`src/design/kcg_pkg.sv`:
```
// kcg_pkg: shared types and constants for the keyframe color gradient core.
// Holds the sequencer state type and the register map; no dependencies.
`timescale 1ns / 1ps

package kcg_pkg;

  // Register map, indexed by paddr[4:2]
  localparam int unsigned RegIdxW = 3;
  localparam logic [RegIdxW-1:0] RegNumColors = 3'd0;
  localparam logic [RegIdxW-1:0] RegAnimLength = 3'd1;
  localparam logic [RegIdxW-1:0] RegKeyColor0 = 3'd2;
  localparam logic [RegIdxW-1:0] RegKeyColor1 = 3'd3;
  localparam logic [RegIdxW-1:0] RegKeyColor2 = 3'd4;
  localparam logic [RegIdxW-1:0] RegKeyColor3 = 3'd5;
  localparam logic [RegIdxW-1:0] RegIdleColor = 3'd6;

  // Keyframes that have a register behind them
  localparam int unsigned KeyRegs = 4;

  localparam int unsigned ColorW = 32;
  localparam int unsigned ChanW = 8;
  localparam int unsigned LenW = 16;
  localparam int unsigned FracW = 16;
  localparam int unsigned NumColorsW = 3;

  // Reset values of the configuration registers
  localparam logic [NumColorsW-1:0] NumColorsRst = 3'd2;
  localparam logic [LenW-1:0] AnimLengthRst = 16'd1;

  typedef enum logic [2:0] {
    ST_IDLE,
    ST_MUL,
    ST_DIV,
    ST_LDSRC,
    ST_LDDST,
    ST_BLEND,
    ST_DONE
  } kcg_state_e;

endpackage

```
`src/design/keyframe_color_gradient_core.sv`:
```
// keyframe_color_gradient_core: animated multi-stop RGBA gradient, one color per tick.
// Uses kcg_pkg for the register map, widths and sequencer states.
`timescale 1ns / 1ps

// Channel  | Dir | Handshake                  | Contents
// ---------+-----+----------------------------+------------------------------------
// s_axis   | in  | s_axis_tvalid/s_axis_tready| tdata[0] enable, [7:1] zero
// m_axis   | out | m_axis_tvalid/m_axis_tready| tdata red[7:0] green[15:8]
//          |     |                            |   blue[23:16] alpha[31:24]
// apb      | in  | psel/penable/pwrite/pready | registers at 4*index, pready always high
//
// An enabled tick goes through the multiply, the bit-serial restoring divide, the
// segment start and end loads and the blend of each channel before its result is
// registered; the divider dominates. A disabled tick goes straight to the result
// step. One item is in work at a time; s_axis_tready is high only while the
// sequencer is idle. The result register lets a new item be taken while the
// previous result still waits; a finished item that meets a waiting result holds in
// its last step. Reset clears the frame counter and loads the register defaults.

module keyframe_color_gradient_core #(
  parameter int unsigned MAX_COLORS = 4
) (
  input  logic        clk_i,
  input  logic        rst_ni,
  // input items
  input  logic        s_axis_tvalid,
  output logic        s_axis_tready,
  input  logic [7:0]  s_axis_tdata,   // [0] enable, [7:1] zero fill
  // result items
  output logic        m_axis_tvalid,
  input  logic        m_axis_tready,
  output logic [31:0] m_axis_tdata,   // [7:0] red, [15:8] green, [23:16] blue, [31:24] alpha
  // configuration
  input  logic        psel,
  input  logic        penable,
  input  logic        pwrite,
  input  logic [4:0]  paddr,
  input  logic [31:0] pwdata,
  output logic [31:0] prdata,
  output logic        pready
);

  localparam int unsigned SegW = $clog2(MAX_COLORS);
  localparam int unsigned ProdW = kcg_pkg::LenW + SegW;
  localparam int unsigned NumW = ProdW + kcg_pkg::FracW;
  localparam int unsigned CntW = $clog2(NumW);
  localparam int unsigned ChW = kcg_pkg::ChanW;
  localparam int unsigned BlendW = ChW + kcg_pkg::FracW + 2;

  // ---------------------------------------------------------------- config
  logic [kcg_pkg::NumColorsW-1:0] num_colors_q;
  logic [kcg_pkg::LenW-1:0]       anim_length_q;
  logic [kcg_pkg::ColorW-1:0]     key_reg_q [kcg_pkg::KeyRegs];
  logic [kcg_pkg::ColorW-1:0]     idle_color_q;
  logic [kcg_pkg::RegIdxW-1:0]    reg_idx;
  logic                           cfg_wr;

  assign pready  = 1'b1;
  assign reg_idx = paddr[4:2];
  assign cfg_wr  = psel & penable & pwrite;

  // Write registers; keyframes beyond MAX_COLORS drop their writes
  always_ff @(posedge clk_i or negedge rst_ni) begin
    if (!rst_ni) begin
      num_colors_q  <= kcg_pkg::NumColorsRst;
      anim_length_q <= kcg_pkg::AnimLengthRst;
      idle_color_q  <= '0;
      for (int k = 0; k < kcg_pkg::KeyRegs; k++) begin
        key_reg_q[k] <= '0;
      end
    end else if (cfg_wr) begin
      case (reg_idx)
        kcg_pkg::RegNumColors:  num_colors_q <= pwdata[kcg_pkg::NumColorsW-1:0];
        kcg_pkg::RegAnimLength: anim_length_q <= pwdata[kcg_pkg::LenW-1:0];
        kcg_pkg::RegKeyColor0:  if (MAX_COLORS > 0) key_reg_q[0] <= pwdata;
        kcg_pkg::RegKeyColor1:  if (MAX_COLORS > 1) key_reg_q[1] <= pwdata;
        kcg_pkg::RegKeyColor2:  if (MAX_COLORS > 2) key_reg_q[2] <= pwdata;
        kcg_pkg::RegKeyColor3:  if (MAX_COLORS > 3) key_reg_q[3] <= pwdata;
        kcg_pkg::RegIdleColor:  idle_color_q <= pwdata;
        default: ;
      endcase
    end
  end

  // Read back
  always_comb begin
    prdata = '0;
    case (reg_idx)
      kcg_pkg::RegNumColors:  prdata = 32'(num_colors_q);
      kcg_pkg::RegAnimLength: prdata = 32'(anim_length_q);
      kcg_pkg::RegKeyColor0:  prdata = key_reg_q[0];
      kcg_pkg::RegKeyColor1:  prdata = key_reg_q[1];
      kcg_pkg::RegKeyColor2:  prdata = key_reg_q[2];
      kcg_pkg::RegKeyColor3:  prdata = key_reg_q[3];
      kcg_pkg::RegIdleColor:  prdata = idle_color_q;
      default:                prdata = '0;
    endcase
  end

  // Keyframe table: registered entries, zero where no register exists
  logic [kcg_pkg::ColorW-1:0] key_colors [MAX_COLORS];
  for (genvar k = 0; k < MAX_COLORS; k++) begin : g_key
    if (k < kcg_pkg::KeyRegs) begin : g_reg
      assign key_colors[k] = key_reg_q[k];
    end else begin : g_zero
      assign key_colors[k] = '0;
    end
  end

  // ---------------------------------------------------------------- effective config
  logic [kcg_pkg::LenW-1:0] len_eff;
  logic [3:0]               ncfg;
  logic [SegW-1:0]          nm1;

  assign len_eff = (anim_length_q == '0) ? kcg_pkg::LenW'(1) : anim_length_q;
  assign ncfg    = {1'b0, num_colors_q};

  // Clamp keyframe count to 2..MAX_COLORS, keep count minus one
  always_comb begin
    if (ncfg < 4'd2) begin
      nm1 = SegW'(1);
    end else if (32'(ncfg) > MAX_COLORS) begin
      nm1 = SegW'(MAX_COLORS - 1);
    end else begin
      nm1 = SegW'(ncfg - 4'd1);
    end
  end

  // ---------------------------------------------------------------- frame counter
  logic [kcg_pkg::LenW-1:0] frame_q;
  logic [kcg_pkg::LenW-1:0] fr_eff;
  logic [kcg_pkg::LenW:0]   fr_inc;
  logic [kcg_pkg::LenW-1:0] frame_d;
  logic                     in_enable;
  logic                     in_acc;

  assign in_enable = s_axis_tdata[0];
  assign in_acc    = s_axis_tvalid & s_axis_tready;
  assign fr_eff    = (frame_q >= len_eff) ? '0 : frame_q;
  assign fr_inc    = {1'b0, fr_eff} + 17'd1;

  always_comb begin
    if (!in_enable) begin
      frame_d = '0;
    end else if (fr_inc >= {1'b0, len_eff}) begin
      frame_d = '0;
    end else begin
      frame_d = fr_inc[kcg_pkg::LenW-1:0];
    end
  end

  // Advance or clear the frame as each item is taken
  always_ff @(posedge clk_i or negedge rst_ni) begin
    if (!rst_ni) begin
      frame_q <= '0;
    end else if (in_acc) begin
      frame_q <= frame_d;
    end
  end

  // ---------------------------------------------------------------- sequencer
  kcg_pkg::kcg_state_e state_q, state_d;
  logic [CntW-1:0] cnt_q;
  logic [1:0]      ch_q;
  logic            out_load;
  logic            m_valid_q;

  always_ff @(posedge clk_i or negedge rst_ni) begin
    if (!rst_ni) begin
      state_q <= kcg_pkg::ST_IDLE;
    end else begin
      state_q <= state_d;
    end
  end

  always_comb begin
    state_d       = state_q;
    s_axis_tready = 1'b0;
    out_load      = 1'b0;
    case (state_q)
      kcg_pkg::ST_IDLE: begin
        s_axis_tready = 1'b1;
        if (s_axis_tvalid) begin
          state_d = in_enable ? kcg_pkg::ST_MUL : kcg_pkg::ST_DONE;
        end
      end
      kcg_pkg::ST_MUL:   state_d = kcg_pkg::ST_DIV;
      kcg_pkg::ST_DIV:   if (cnt_q == '0) state_d = kcg_pkg::ST_LDSRC;
      kcg_pkg::ST_LDSRC: state_d = kcg_pkg::ST_LDDST;
      kcg_pkg::ST_LDDST: state_d = kcg_pkg::ST_BLEND;
      kcg_pkg::ST_BLEND: if (ch_q == 2'd3) state_d = kcg_pkg::ST_DONE;
      kcg_pkg::ST_DONE: begin
        if (!m_valid_q || m_axis_tready) begin
          out_load = 1'b1;
          state_d  = kcg_pkg::ST_IDLE;
        end
      end
      default: state_d = kcg_pkg::ST_IDLE;
    endcase
  end

  // Step counters for the divider and the channel loop
  always_ff @(posedge clk_i or negedge rst_ni) begin
    if (!rst_ni) begin
      cnt_q <= '0;
      ch_q  <= '0;
    end else begin
      case (state_q)
        kcg_pkg::ST_MUL:   cnt_q <= CntW'(NumW - 1);
        kcg_pkg::ST_DIV:   cnt_q <= cnt_q - CntW'(1);
        kcg_pkg::ST_LDDST: ch_q <= '0;
        kcg_pkg::ST_BLEND: ch_q <= ch_q + 2'd1;
        default: ;
      endcase
    end
  end

  // ---------------------------------------------------------------- datapath
  logic [kcg_pkg::LenW-1:0]   fr_q;
  logic [NumW-1:0]            num_q;   // dividend in, quotient out
  logic [kcg_pkg::LenW-1:0]   rem_q;
  logic [kcg_pkg::ColorW-1:0] src_q, dst_q, color_q;
  logic [ProdW-1:0]           prod;
  logic [kcg_pkg::LenW:0]     trial;
  logic                       qbit;
  logic [SegW-1:0]            seg;
  logic [kcg_pkg::FracW-1:0]  frac;
  logic [SegW-1:0]            key_addr;
  logic [kcg_pkg::ColorW-1:0] key_rd;

  assign prod  = ProdW'(fr_q) * ProdW'(nm1);
  assign trial = {rem_q, num_q[NumW-1]};
  assign qbit  = (trial >= {1'b0, len_eff});
  assign seg   = num_q[kcg_pkg::FracW +: SegW];
  assign frac  = num_q[kcg_pkg::FracW-1:0];

  // One keyframe read per cycle: segment start, then segment end
  assign key_addr = (state_q == kcg_pkg::ST_LDDST) ? seg + SegW'(1) : seg;
  assign key_rd   = key_colors[key_addr];

  // Blend one channel: src + (dst - src) * frac / 2^16, floored
  logic [4:0]               ch_sh;
  logic [ChW-1:0]           src_ch, dst_ch, res_ch;
  logic signed [ChW:0]      diff;
  logic signed [BlendW-1:0] blend_mul, blend_sum;

  assign ch_sh     = {ch_q, 3'b000};
  assign src_ch    = src_q[ch_sh +: ChW];
  assign dst_ch    = dst_q[ch_sh +: ChW];
  assign diff      = $signed({1'b0, dst_ch}) - $signed({1'b0, src_ch});
  assign blend_mul = BlendW'(diff * $signed({1'b0, frac}));
  assign blend_sum = $signed({2'b00, src_ch, {kcg_pkg::FracW{1'b0}}}) + blend_mul;
  assign res_ch    = blend_sum[kcg_pkg::FracW +: ChW];

  always_ff @(posedge clk_i) begin
    case (state_q)
      kcg_pkg::ST_IDLE: begin
        fr_q    <= fr_eff;
        color_q <= idle_color_q;
      end
      kcg_pkg::ST_MUL: begin
        num_q <= {prod, {kcg_pkg::FracW{1'b0}}};
        rem_q <= '0;
      end
      kcg_pkg::ST_DIV: begin
        // restoring step: shift in a dividend bit, subtract when it fits
        rem_q <= qbit ? kcg_pkg::LenW'(trial - {1'b0, len_eff})
                      : trial[kcg_pkg::LenW-1:0];
        num_q <= {num_q[NumW-2:0], qbit};
      end
      kcg_pkg::ST_LDSRC: src_q <= key_rd;
      kcg_pkg::ST_LDDST: dst_q <= key_rd;
      kcg_pkg::ST_BLEND: color_q[ch_sh +: ChW] <= res_ch;
      default: ;
    endcase
  end

  // ---------------------------------------------------------------- result register
  logic [kcg_pkg::ColorW-1:0] out_q;

  always_ff @(posedge clk_i or negedge rst_ni) begin
    if (!rst_ni) begin
      m_valid_q <= 1'b0;
    end else if (out_load) begin
      m_valid_q <= 1'b1;
    end else if (m_axis_tready) begin
      m_valid_q <= 1'b0;
    end
  end

  // Reorder to red in the low byte
  always_ff @(posedge clk_i) begin
    if (out_load) begin
      out_q <= {color_q[7:0], color_q[15:8], color_q[23:16], color_q[31:24]};
    end
  end

  assign m_axis_tvalid = m_valid_q;
  assign m_axis_tdata  = out_q;

endmodule

```
`config.mk`:
```
export PLATFORM = sky130hd
export DESIGN_NAME = keyframe_color_gradient_core
export DESIGN_NICKNAME = d
export VERILOG_FILES = /design/src/design/kcg_pkg.sv /design/src/design/keyframe_color_gradient_core.sv
export SDC_FILE = /design/constraint.sdc
export NUM_CORES = 1
export LEC_CHECK = 0
export BUFFER_PORTS_ARGS = -buffer_cell sky130_fd_sc_hd__buf_2
export CORE_MARGIN = 8
export CORE_UTILIZATION = 24
export CTS_BUF_LIST = sky130_fd_sc_hd__clkbuf_4 sky130_fd_sc_hd__clkbuf_8
export CTS_CLUSTER_SIZE = 25
export DETAILED_ROUTE_END_ITERATION = 12
export PLACE_DENSITY = 0.36
export SLEW_MARGIN = 10
export SYNTH_ARGS = -nofsm -noshare
export SYNTH_HDL_FRONTEND = slang
export SYNTH_SLANG_ARGS = --single-unit
```
`constraint.sdc`:
```
create_clock -name clk_i -period 19.93 [get_ports clk_i]
set_input_delay 3.986 -clock clk_i [delete_from_list [all_inputs] [get_ports clk_i]]
set_output_delay 3.986 -clock clk_i [all_outputs]
set_load 0.02 [all_outputs]
```
==> impl_metrics.csv <==
group,metric,value,unit
run_status,outcome,"completed",
setup_path,critPathCaptureType,"primary output",
yosys,ys_seq_elements,401,
clock_network,cts_hold_buf,0,
sta,setup_ws,9430,ps
route,drt-total-wl,78500,um
clock_network,clock_sinks,401,
route,drt_pass1_iterations,5,
setup_path,path_depth,6,
sta,setup_tns,0,ps
grt,grt_max_degree,85,
setup_path,slowest_stage,"nor2b_1",
yosys,synthArstFlopShare,51.6,%
layout,utilization,27.8,%
sta,report.final.hold_viol_count,0,
setup_path,reg2reg_to,"color_q[17]",
setup_path,worst-endpoint-required,15940,ps
route,drt-wirelength-per-cell,21.1,um
floorplan,num_rows,119,
route,via_per_inst,4.61,
floorplan,die_h,340,um
yosys,synth_top_flop_cell,"dfrtp_1",
floorplan,die_area,116000,um^2
sta,relSlewSlack,20.7,%
setup_path,worst_r2r_path_depth,30,
setup_path,crit_type,"primary input to primary output",
yosys,ys_seq_area_share,43.6,%
place,portBuffers,108,
setup_path,reg2reg_slack,10970,ps
place,place_ws,9400,ps
sta,finalCriticalPeriod,10500,ps
clock_network,cts_resized,0,
grt,grt_pass1_wl,119000,um
yosys,synth-edff-count,194,
yosys,synth_area_leaders,"edfxtp_1, dfrtp_1, fa_1",
clock_network,clk_path_buf_depth,3,
yosys,ys_types,85,
setup_path,cp-startpoint,"paddr[3]",
yosys,syn_area,25200,um^2
clock_network,clk_pin_slew,50,ps
sta,clock_skew,38.4,ps
yosys,yosysWarnings,0,
setup_path,critPathCapture,"prdata[1]",
route,via_count,17200,
clock_network,cts_tree,"done",
setup_path,path_buf_inv,3,
setup_path,crit_chain,"buf_2 > buf_4 > nor2b_1 > a21oi_1 > a21oi_1 > buf_2",
grt,grt_usage,13.4,%
hold_path,min_path_type,"flip-flop to flip-flop",
setup_path,critPathArrivalTime,6510,ps
layout,drive_gt1_share,23.7,%
sta,timing.fmax,95.3,MHz
floorplan,io_pins,119,
sta,worst-slew-pin-transition,1180,ps
layout,area_growth,15.4,%
route,drtIter0Drc,1055,
yosys,synthCells,2151,
clock_network,cts_made_buffers,81,
sta,fin_crit_sh,52.7,%
clock_network,post_cts_buffers,0,
floorplan,start_util,24.1,%
setup_path,path_delay_family,"simple AND/OR/NAND/NOR gates",
setup_path,critical_path.max_stage_delay,1010,ps
sta,fin_hold_ws,417,ps
sta,grt_setup_unrepaired,"no",
grt,grt_antenna_before_repair,10,
clock_network,clock_latency,680,ps
yosys,syn_nets,2439,
floorplan,fp.dieW,340,um
place,routabilityCongestion,0.778,
route,ant_nets,0,
yosys,yosysMostFrequentCell,"dfrtp_1",
yosys,avgSynthCellArea,11.7,um^2
sta,setup_viol,0,
clock_network,htree_num_levels,3,
floorplan,core_area,105000,um^2
yosys,yosysTopAreaCell,"edfxtp_1",
place,place_hpwl,56200,um
setup_path,rr_startpoint,"ch_q[0]",
route,drc,0,
setup_path,start_kind,"primary input",
setup_path,worstPathMaxFanout,56,
grt,grt_overflow,0,
yosys,yosys-top-cells-count,"dfrtp_1, edfxtp_1, mux2_2",
yosys,netlist.area_leader.share,23.1,%
sta,drv_slew,0,
clock_network,root_buffer,"clkbuf_8",
job,cap_violations,0,
grt,grt_pass1_vias,18300,
layout,final_nets,2551,
flip-flops by register name, indices dropped and copies added (netlist names), 32 cells and up:
signal        cells
num_q            34
key_colors      128
m_axis_tdata     32
color_q          32
src_q            32
dst_q            32
idle_color_q     32
area by class of cell:
cell class              count  area (um^2)
fillers                 10900        75700
well taps                1391         1740
clock buffers             126         1520
diodes                      6         15.0
inverters                 144          541
repair buffers            144          821
flip-flops and latches    401        11000
clock inverters            19          153
multi-input cells        1491        13300
layout by cell type, fill, tap and decap left out, types with 6 or more instances in the layout:
master,netlist,layout
fa_1,108,108
clkbuf_4,0,34
dfrtp_1,205,205
a22o_1,36,36
edfxtp_1,194,194
a211oi_1,12,12
mux2i_1,52,52
a221o_1,15,15
and2_1,110,110
ha_1,128,128
diode_2,0,6
nand2_1,146,146
a22oi_1,6,6
clkbuf_8,0,92
o21ai_0,87,87
buf_2,14,107
xnor2_1,24,23
mux4_2,51,51
o21ai_1,12,12
nor2_1,115,109
nand3_1,28,28
xor2_1,24,23
nor2b_1,35,33
nor4_1,6,6
a221oi_1,13,13
a21o_1,18,18
o31ai_1,8,8
a21oi_1,87,87
inv_1,141,140
o31a_1,8,8
o21a_1,8,8
nand4_1,12,12
buf_4,2,36
nand2b_1,62,61
nor3_1,12,10
clkinv_1,0,11
mux2_2,177,177
layer usage:
layer	global-route usage, %	vias to the layer above	part of all wire, %
li1	-	7931	-
met5	0	-	0.029
met4	3.59	4	2.2
met1	18.6	8773	48
met2	21.4	345	46
met3	2.56	123	4.0
stage by stage:
stage,cells,instance area [um^2]
floorplan,2151,25200
global placement,3571,27400
detailed placement,3571,27400
CTS,3716,29100
global route,3719,29100
finish,3722,29100
worst min path at each step:
stage / startpoint / to / slack, ps / depth (start not counted)
2_1_floorplan: color_q[24] / m_axis_tdata[0] / 400 / 0
3_3_place_gp: color_q[6] / m_axis_tdata[30] / 410 / 0
3_5_place_dp: color_q[11] / m_axis_tdata[19] / 400 / 0
4_1_cts: color_q[11] / m_axis_tdata[19] / 420 / 0
5_1_grt: color_q[17] / m_axis_tdata[9] / 420 / 0
6_report: color_q[11] / m_axis_tdata[19] / 420 / 0
cell families after synthesis:
family          after synthesis  share of synthesized area [%]
simple gates                563                           11.4
flops                       401                           43.6
compound gates              361                           9.76
mux                         280                           14.5
buf+inv                     259                           3.95
fa+ha+maj                   236                           14.9
xor+xnor                     50                           1.80
other cells                   1                         0.0149
worst register-to-register path: cells and delay by family, from the launching register on:
kind            cells  cell delay, ps
mux                 2             970
flops               1             600
buf+inv             6            1020
fa+ha+maj           7            3090
compound gates     11            2370
xor+xnor            1             390
simple gates        3             250
Power is left out: the tool's default activity adds up to more than one toggle a clock period on the data nets, which glitch-free logic cannot reach.
